File: src/hw/rtl/ldph_pkg.sv
// Shared types and constants of the lattice density profile histogram.
// No dependencies; used by every module of the block.
`timescale 1ns / 1ps
`default_nettype none
package ldph_pkg;

    localparam int GRID_DEF      = 64;
    localparam int BIN_DEPTH_DEF = 256;

    localparam int CNT_W  = 19;
    localparam int FRAC_W = 17;
    localparam int POS_W  = 8;
    localparam int TYPE_W = 4;
    localparam int IDX_W  = 6;
    localparam int CFG_W  = 4;
    localparam int REM_W  = CNT_W + 1;

    localparam logic [CNT_W-1:0] COUNT_MAX = 19'd262144;

    localparam logic [1:0] OP_ADD   = 2'd0;
    localparam logic [1:0] OP_QUERY = 2'd1;
    localparam logic [1:0] OP_CLEAR = 2'd2;

    localparam logic [1:0] AXIS_X = 2'd0;
    localparam logic [1:0] AXIS_Y = 2'd1;

    localparam logic [1:0] REG_TYPE_A = 2'd0;
    localparam logic [1:0] REG_TYPE_B = 2'd1;
    localparam logic [1:0] REG_AXIS   = 2'd2;

    typedef struct packed {
        logic accept;
        logic rd_en;
        logic upd_en;
        logic load_out;
    } ctrl_cmd_t;

    typedef struct packed {
        logic mem_op;
        logic div_busy;
        logic out_free;
    } ctrl_status_t;

endpackage
`default_nettype wire

File: src/hw/rtl/ldph_ctrl.sv
// Control FSM: accept, bin read, update/divide (in-range add/query), output.
// Depends on ldph_pkg.
`timescale 1ns / 1ps
`default_nettype none
module ldph_ctrl (
    input  wire logic                     aclk,
    input  wire logic                     aresetn,
    input  wire logic                     s_tvalid,
    output logic                          s_tready,
    input  wire ldph_pkg::ctrl_status_t   status,
    output ldph_pkg::ctrl_cmd_t           cmd
);
    typedef enum logic [4:0] {
        ST_IDLE = 5'b00001,
        ST_RD   = 5'b00010,
        ST_UPD  = 5'b00100,
        ST_DIV  = 5'b01000,
        ST_DONE = 5'b10000
    } ctrl_state_t;

    ctrl_state_t state_reg, state_next;

    always_comb begin
        state_next   = state_reg;
        cmd          = '0;
        s_tready     = 1'b0;
        case (state_reg)
            ST_IDLE: begin
                s_tready = 1'b1;
                if (s_tvalid) begin
                    cmd.accept = 1'b1;
                    state_next = ST_RD;
                end
            end
            ST_RD: begin
                cmd.rd_en  = 1'b1;
                state_next = status.mem_op ? ST_UPD : ST_DONE;
            end
            ST_UPD: begin
                cmd.upd_en = 1'b1;
                state_next = ST_DIV;
            end
            ST_DIV: begin
                if (!status.div_busy) begin
                    state_next = ST_DONE;
                end
            end
            ST_DONE: begin
                if (status.out_free) begin
                    cmd.load_out = 1'b1;
                    state_next   = ST_IDLE;
                end
            end
            default: begin
                state_next = ST_IDLE;
            end
        endcase
    end

    always_ff @(posedge aclk) begin
        if (!aresetn) begin
            state_reg <= ST_IDLE;
        end else begin
            state_reg <= state_next;
        end
    end
endmodule
`default_nettype wire

File: config.mk
export PLATFORM = sky130hd
export DESIGN_NAME = ldph_ctrl
export DESIGN_NICKNAME = d
export VERILOG_FILES = /design/src/hw/rtl/ldph_pkg.sv /design/src/hw/rtl/ldph_ctrl.sv
export SDC_FILE = /design/constraint.sdc
export NUM_CORES = 1
export LEC_CHECK = 0
export BUFFER_PORTS_ARGS = -buffer_cell sky130_fd_sc_hd__buf_2
export CORE_AREA = 2 2 39 41
export DETAILED_ROUTE_END_ITERATION = 6
export DIE_AREA = 0 0 41 43
export SLEW_MARGIN = 30
export SYNTH_ARGS = -nofsm -noshare
export SYNTH_HDL_FRONTEND = slang
export SYNTH_SLANG_ARGS = --single-unit
File: constraint.sdc
create_clock -name aclk -period 1.95 [get_ports aclk]
set_input_delay 0.585 -clock aclk [delete_from_list [all_inputs] [get_ports aclk]]
set_output_delay 0.585 -clock aclk [all_outputs]
set_load 0.05 [all_outputs]
==> metrics, run 1 <==
initial antenna violation count 0; Mapped Area 314 um^2; failing checks setup timing; Via density 4.74; max reg flops 5; Routed wire per std cell 10.9 um; MaxCap Viol Count 0; CTS root buf clkbuf_4; crit-path max FO 5; worst relative slew slack 0.771; CTS tree done; antenna viol nets, final 0; Starting Density 0.227; Max Transition Viols Final 0; synthesized flop and latch total 5; clk sinks 5; Setup CP Type flop to output pin; drt first pass iters 3; Clock transition at path regs 50 ps; H-tree Lvls 1; GRT Total Usage 0.109; final hold vios 0; R2R setup slack 390 ps; DRC 0; WP data arrival 1380 ps; Detailed Route WL 749 um; Least-Margin Pin Slew 343 ps; IO Count 11; Peak VDD IR 325 uV; final setup fails 1; Final period util 1.01; vias in the first global route 311; register area share after synthesis 0.319; Detailed Route Iter0 Violations 2; Clock Latency Late Sink 240 ps; Startpoint Class flop; DP Wirelength 543 um; Worst Path Required 1360 ps; nets@finish 60; number of diodes 0; Final Util 0.333; post-synthesis cell count 38; GRT overflow 0; setup skew after layout 4.85 ps; warnings from Yosys 0; leakage power 0.200 nW; total power 0.000329 W; global-route wire length before repair 1210 um; RSZ-0062 raised after global routing yes; port buffer count 10; Fmax 0.508 GHz; CTS buffer count 3; global placement routability congestion 0.762; hold-fix buffers at CTS 0; Vias 327; FP Rows 14; status complete, but fails checks; Post-Syn Nets 44; Tmin final 1970 ps; Chip Height 43 um; core area 1380 um^2; layout cell share with drive strength beyond 1 0.509; most frequent cells in the layout clkbuf_4, buf_2, buf_4; largest net degree at the start of global routing 9; CTS Buffer Depth 2; Fill cells 147; crit end category output pin; Syn Area/Cell 8.26 um^2; HP Class flop to flop; Layout area overhead 46.6%; Synth cell types 23; Cell Pwr Density 714 nW/um^2; Chip Width 41 um; die area 1760 um^2; final worst slack -17.5 ps
power breakdown:
part / leakage [nW] / internal [W] / total, W / switching, W
registers: 0.0412 / 0.000108 / 0.000115 / 0.00000668
clock network: 0.0150 / 0.0000775 / 0.000123 / 0.0000451
logic: 0.144 / 0.0000384 / 0.0000911 / 0.0000528
what timing repair did:
item / 4_1_cts / 5_1_grt
pin swaps: 0 / 2
gates resized for setup: 7 / 6
setup endpoints to repair: 4 / 5
setup buffers: 0 / 2
final timing paths:
| kind | cells after the start | startpoint | end |
|---|---|---|---|
| setup / recovery | 3 | state_reg[0]$_SDFFE_PN1P_ | cmd[1] |
| hold / removal | 2 | state_reg[4]$_SDFFE_PN0P_ | state_reg[4]$_SDFFE_PN0P_ |
| setup reg to reg | 4 | state_reg[0]$_SDFFE_PN1P_ | state_reg[0]$_SDFFE_PN1P_ |
| hold reg to reg | 2 | state_reg[4]$_SDFFE_PN0P_ | state_reg[4]$_SDFFE_PN0P_ |
worst max-delay path, stage by stage, from the launching register on:
cell	delay [ps]
dfxtp_4	350
or3_4	380
nor3b_4	220
buf_6	180
logic make-up (layout without fill, tap and decap cells):
family | count (synthesis) | in the layout | synth area share
and+or+nand+nor | 20 | 20 | 0.375
AOI/OAI and AO/OA | 7 | 7 | 0.175
DFF | 5 | 5 | 0.319
buffers and inverters | 5 | 20 | 0.104
xor gates and xnor gates | 1 | 1 | 0.0279
layer usage:
| metal | vias up | part of all wire | GRT usage |
|---|---|---|---|
| li1 | 168 | - | - |
| met1 | 151 | 0.39 | 0.113 |
| met2 | 8 | 0.56 | 0.163 |
| met3 | 0 | 0.052 | 0.0314 |
| met4 | 0 | 0 | 0.100 |
| met5 | - | 0 | 0 |
per-stage QoR:
stage,setup WS (ps),area [um^2],hold WS (ps),instances,TNS (ps)
6_report,-17.5,460,591,69,-17.5
5_1_grt,-88.1,460,592,69,-254
4_1_cts,-27.7,429,589,67,-48.5
3_5_place_dp,157,378,582,63,0
3_3_place_gp,170,378,580,63,0
2_1_floorplan,-108,322,535,38,-108
cell type report:
type,count,area [um^2],share of cell area
inverters,3,11.3,0.0245
multi-input cells,28,209,0.454
repair buffers,13,88.8,0.193
clock buffers,4,26.3,0.0571
flip-flops and latches,5,105,0.228
well taps,16,20.0,0.0435
Yosys cell counts, drive strengths merged:
| master | n | area share |
|---|---|---|
| o21ba | 1 | 0.032 |
| a211oi | 1 | 0.024 |
| and3 | 2 | 0.044 |
| or3 | 2 | 0.056 |
| nor2 | 5 | 0.060 |
| a41o | 2 | 0.064 |
| nand3b | 1 | 0.024 |
| nor3 | 3 | 0.048 |
| inv | 3 | 0.036 |
| nand2 | 1 | 0.012 |
| nand4 | 1 | 0.020 |
| buf | 1 | 0.036 |
| clkdlybuf4s18 | 1 | 0.032 |
| o21ai | 2 | 0.032 |
| nand3 | 1 | 0.016 |
| dfxtp | 5 | 0.32 |
| nor4 | 1 | 0.020 |
| o211ai | 1 | 0.024 |
| and2b | 1 | 0.028 |
| xor2 | 1 | 0.028 |
| nor3b | 2 | 0.048 |
No activity file was read; power rests on OpenSTA's default activity.
==> run 2: changes to the inputs <==
==> constraint.sdc (replaced) <==
create_clock -name aclk -period 1.6 [get_ports aclk]
set_input_delay 0.48 -clock aclk [delete_from_list [all_inputs] [get_ports aclk]]
set_output_delay 0.48 -clock aclk [all_outputs]
set_load 0.05 [all_outputs]
==> run 2 against run 1 <==
Routed wire length rose by 26%. First-iteration DRC count fell by 100%. Final area rose by 38%. Total power rose by 35%. Setup slack got worse by 210 ps. Register-to-register slack got worse by 320 ps. Highest routed layer is now met4. The run still ends with setup timing left. Clock power rose by 16%.
==> metrics, run 2 (synthesized netlist as in run 1, its figures left out) <==
crit path cell chain or3_4, nor3b_4, buf_6; final setup fails 5; Final TNS setup -537 ps; Fmax 0.548 GHz; Max Transition Viols Final 0; worst r2r dst state_reg[0]$_SDFFE_PN1P_; number of diodes 0; Cell Pwr Density 698 nW/um^2; setup skew after layout 2.19 ps; max reg flops 5; Via density 4.66; core area 1380 um^2; port buffer count 10; hold_sp aresetn; MaxCap Viol Count 0; WP data arrival 1350 ps; crit-path max FO 2; global placement routability congestion 0.823; Startpoint Class flop; Critical Path Start state_reg[4]$_SDFFE_PN0P_; global-route wire length before repair 1510 um; status complete, but fails checks; CTS tree done; vias in the first global route 398; initial antenna violation count 0; final hold vios 0; CTS root buf clkbuf_4; final worst slack -225 ps; Chip Width 41 um; dpl cells 74; layout cell share with drive strength beyond 1 0.697; Least-Margin Pin Slew 254 ps; nets@finish 73; Peak VDD IR 341 uV; HP Class primary input to flop; clk sinks 5; R2R setup slack 70 ps; most common cell after layout, fill and taps aside buf_4; antenna viol nets, final 0; CP max-delay cell or3_4; leakage power 0.278 nW; Layout area overhead 103%; CTS buffer count 3; Setup CP Type flop to output pin; drt first pass iters 1; worst relative slew slack 0.829; RSZ-0062 raised after global routing yes; largest net degree at the start of global routing 7; Detailed Route Iter0 Violations 0; hold-fix buffers at CTS 0; Final period util 1.14; most frequent cells in the layout buf_4, buf_2, nor2_4, buf_6, dfxtp_2; CTS Buffer Depth 2; Hold Path Depth 3; Vias 382; Tmin final 1830 ps; Detailed Route WL 946 um; Starting Density 0.227; Setup WS pre-CTS -104 ps; IO Count 11; Routed wire per std cell 11.5 um; Worst path top cell family by delay simple AND/OR/NAND/NOR gates; FP Rows 14; DP Wirelength 677 um; Final Util 0.460; Critical R2R Launch state_reg[4]$_SDFFE_PN0P_; DRC 0; Clock Latency Late Sink 240 ps; die area 1760 um^2; Worst Path Required 1120 ps; Chip Height 43 um; Layout Cells excl Fill 82; WHS 477 ps; Largest stage delay, worst path 400 ps; GRT overflow 0; failing checks setup timing; crit end category output pin; H-tree Lvls 1; Clock transition at path regs 40 ps; Hold Path End state_reg[1]$_SDFFE_PN0P_; depth of the most critical reg-to-reg path 4; worst path bufs/invs 1; GRT Total Usage 0.130
## run 2: metal layers
metal  global-route usage  vias to the layer above  part of all wire
met5                    0                        -                 0
met4               0.0800                        0             0.015
met3               0.0157                        2             0.042
met2                0.228                        9              0.57
met1                0.135                      175              0.37
li1                     -                      196                 -
## run 2: worst reg2reg max path: stages (launching register included)
cell and delay (ps):
dfxtp_2 320, or3_4 400, buf_4 150, or3_1 350, a41o_1 210
## run 2: report_power, final
part	switching, W	internal (W)	total (W)
logic	0.0000805	0.0000809	0.000161
registers	0.00000770	0.000132	0.000140
clock network	0.0000489	0.0000941	0.000143
total	0.000137	0.000307	0.000444
## run 2: final cells by class
| class | instances | area (um^2) |
|---|---|---|
| Multi-Input combinational cell | 28 | 250 |
| Fill cell | 139 | 747 |
| Clock buffer | 4 | 26.3 |
| Inverter | 3 | 15.0 |
| Timing Repair Buffer | 26 | 220 |
| Sequential cell | 5 | 105 |
| Tap cell | 16 | 20.0 |
## run 2: worst max path at each step
stage | slack, ps | cells past startpoint | endpoint
after detailed placement | -100 | 3 | cmd[1]
after global routing | -280 | 3 | cmd[1]
after floorplan | -160 | 3 | cmd[1]
after global placement | -80 | 3 | cmd[0]
after CTS | -230 | 3 | cmd[1]
final | -230 | 3 | cmd[1]
## run 2: what timing repair did
| item | 4_1_cts | 5_1_grt |
|---|---|---|
| pin swaps | 8 | 3 |
| endpoints found under the setup margin | 5 | 5 |
| gates resized for setup | 24 | 2 |
| hold endpoints to repair | 0 | 0 |
| buffers inserted | 3 | 1 |
## run 2: metrics by stage
stage / total power (W) / cell area (um^2)
2_1_floorplan: 0.000222 / 354
5_1_grt: 0.000471 / 637
6_report: 0.000444 / 637
3_3_place_gp: 0.000264 / 493
4_1_cts: 0.000452 / 624
3_5_place_dp: 0.000265 / 493
==> run 3: changes to the inputs <==
==> constraint.sdc (replaced) <==
create_clock -name aclk -period 1.72 [get_ports aclk]
set_input_delay 0.516 -clock aclk [delete_from_list [all_inputs] [get_ports aclk]]
set_output_delay 0.516 -clock aclk [all_outputs]
set_load 0.05 [all_outputs]
==> run 3 against run 2 <==
The flow still finishes with violations (setup timing). Critical path depth stayed put. Non-clock buffer count down 1. Routed wire length up 2.7%. Global-route usage rose by 0.44 points. Setup slack better by 72 ps. Worst hold slack better by 33 ps. Cell count down 1.2%. Sequential power down 8%.
==> metrics, run 3 (synthesized netlist as in run 1, its figures left out) <==
max reg flops 5; R2R setup slack 220 ps; antenna viol nets, final 0; Tmin final 1870 ps; failing checks setup timing; Startpoint Class flop; Area after DPL 443 um^2; Fill cells 141; Critical Path Start state_reg[4]$_SDFFE_PN0P_; number of diodes 0; vias in the first global route 386; Critical Path End cmd[1]; H-tree Lvls 1; depth of the most critical reg-to-reg path 4; FP Rows 14; layout cell share with drive strength beyond 1 0.677; Vias 385; Chip Height 43 um; Max Transition Viols Final 0; Cell Pwr Density 676 nW/um^2; worst relative slew slack 0.813; nets@finish 72; Via density 4.75; crit-path max FO 2; final setup fails 4; DRC 0; CTS root buf clkbuf_4; Worst Path Required 1200 ps; Least-Margin Pin Slew 280 ps; WP data arrival 1360 ps; IO Count 11; global placement routability congestion 0.719; Detailed Route Iter0 Violations 4; Clock transition at path regs 50 ps; Chip Width 41 um; status complete, but fails checks; Final period util 1.09; Critical R2R Launch state_reg[4]$_SDFFE_PN0P_; core area 1380 um^2; Clock Latency Late Sink 240 ps; Final Util 0.460; Routed wire per std cell 12.0 um; HP Class primary input to flop; worst r2r dst state_reg[0]$_SDFFE_PN1P_; CTS tree done; post-route cell area 637 um^2; Detailed Route WL 972 um; hold-fix buffers at CTS 0; most frequent cells in the layout buf_4, buf_2, buf_6, nor2_4; most common cell after layout, fill and taps aside buf_4; port buffer count 10; GRT Total Usage 0.135; Starting Density 0.227; CTS buffer count 3; Peak VDD IR 377 uV; Layout Cells excl Fill 81; dpl cells 70; global-route wire length before repair 1530 um; leakage power 0.281 nW; setup skew after layout 3.26 ps; Setup CP Type flop to output pin; drt first pass iters 4; CTS Buffer Depth 2; largest net degree at the start of global routing 8; RSZ-0062 raised after global routing yes; final worst slack -153 ps; final hold vios 0; GRT overflow 0; crit end category output pin; Fmax 0.534 GHz; initial antenna violation count 0; die area 1760 um^2; Layout area overhead 103%; DP Wirelength 622 um; clk sinks 5; MaxCap Viol Count 0; WHS 511 ps
-- run 3: changes by cell type in the layout (fill, tap and decap cells not counted), sizes merged --
cell,previous run,this run
buf,26,25
inv,2,3
clkinvlp,1,0
-- run 3: worst min path at each step --
stage,cells past startpoint,slack (ps),startpoint,end
final,3,510,aresetn,state_reg[1]$_SDFFE_PN0P_
after floorplan,2,540,state_reg[4]$_SDFFE_PN0P_,state_reg[4]$_SDFFE_PN0P_
after CTS,3,510,aresetn,state_reg[1]$_SDFFE_PN0P_
after detailed placement,3,630,state_reg[1]$_SDFFE_PN0P_,state_reg[2]$_SDFFE_PN0P_
after global placement,3,620,state_reg[1]$_SDFFE_PN0P_,state_reg[2]$_SDFFE_PN0P_
after global routing,3,520,aresetn,state_reg[1]$_SDFFE_PN0P_
-- run 3: stage by stage --
stage	power (W)	setup WS (ps)	setup TNS [ps]
floorplan	0.000201	-92.1	-146
global placement	0.000233	39.0	0
detailed placement	0.000233	-8.03	-8.03
CTS	0.000414	-179	-345
global route	0.000455	-186	-548
finish	0.000431	-153	-332
-- run 3: critical path: stages (launching register included) --
cell     delay [ps]
dfxtp_1         300
or3_4           400
nor3b_4         220
buf_6           190
-- run 3: timing repair --
| item | 4_1_cts | 5_1_grt |
|---|---|---|
| gates resized for setup | 29 | 3 |
| pin swaps | 6 | 4 |
| buffers inserted | 3 | 4 |
| endpoints found under the setup margin | 5 | 5 |
-- run 3: per-layer routing --
layer / GRT usage / part of all wire
met4: 0.0600 / 0.0093
met3: 0.0628 / 0.050
met2: 0.225 / 0.57
met5: 0 / 0
met1: 0.133 / 0.37
-- run 3: area by class of cell --
class                      instances  area, um^2  area share
inverter                           3        11.3      0.0177
multi-input combinational         28         259       0.407
clock buffer                       4        26.3      0.0413
tap                               16        20.0      0.0314
timing repair buffer              25         216       0.340
sequential                         5         104       0.163
-- run 3: power breakdown --
| part | switching, W | internal (W) | leakage, nW | total (W) |
|---|---|---|---|---|
| registers | 0.00000599 | 0.000123 | 0.0414 | 0.000129 |
| logic | 0.0000787 | 0.0000851 | 0.225 | 0.000164 |
| clock network | 0.0000503 | 0.0000878 | 0.0150 | 0.000138 |
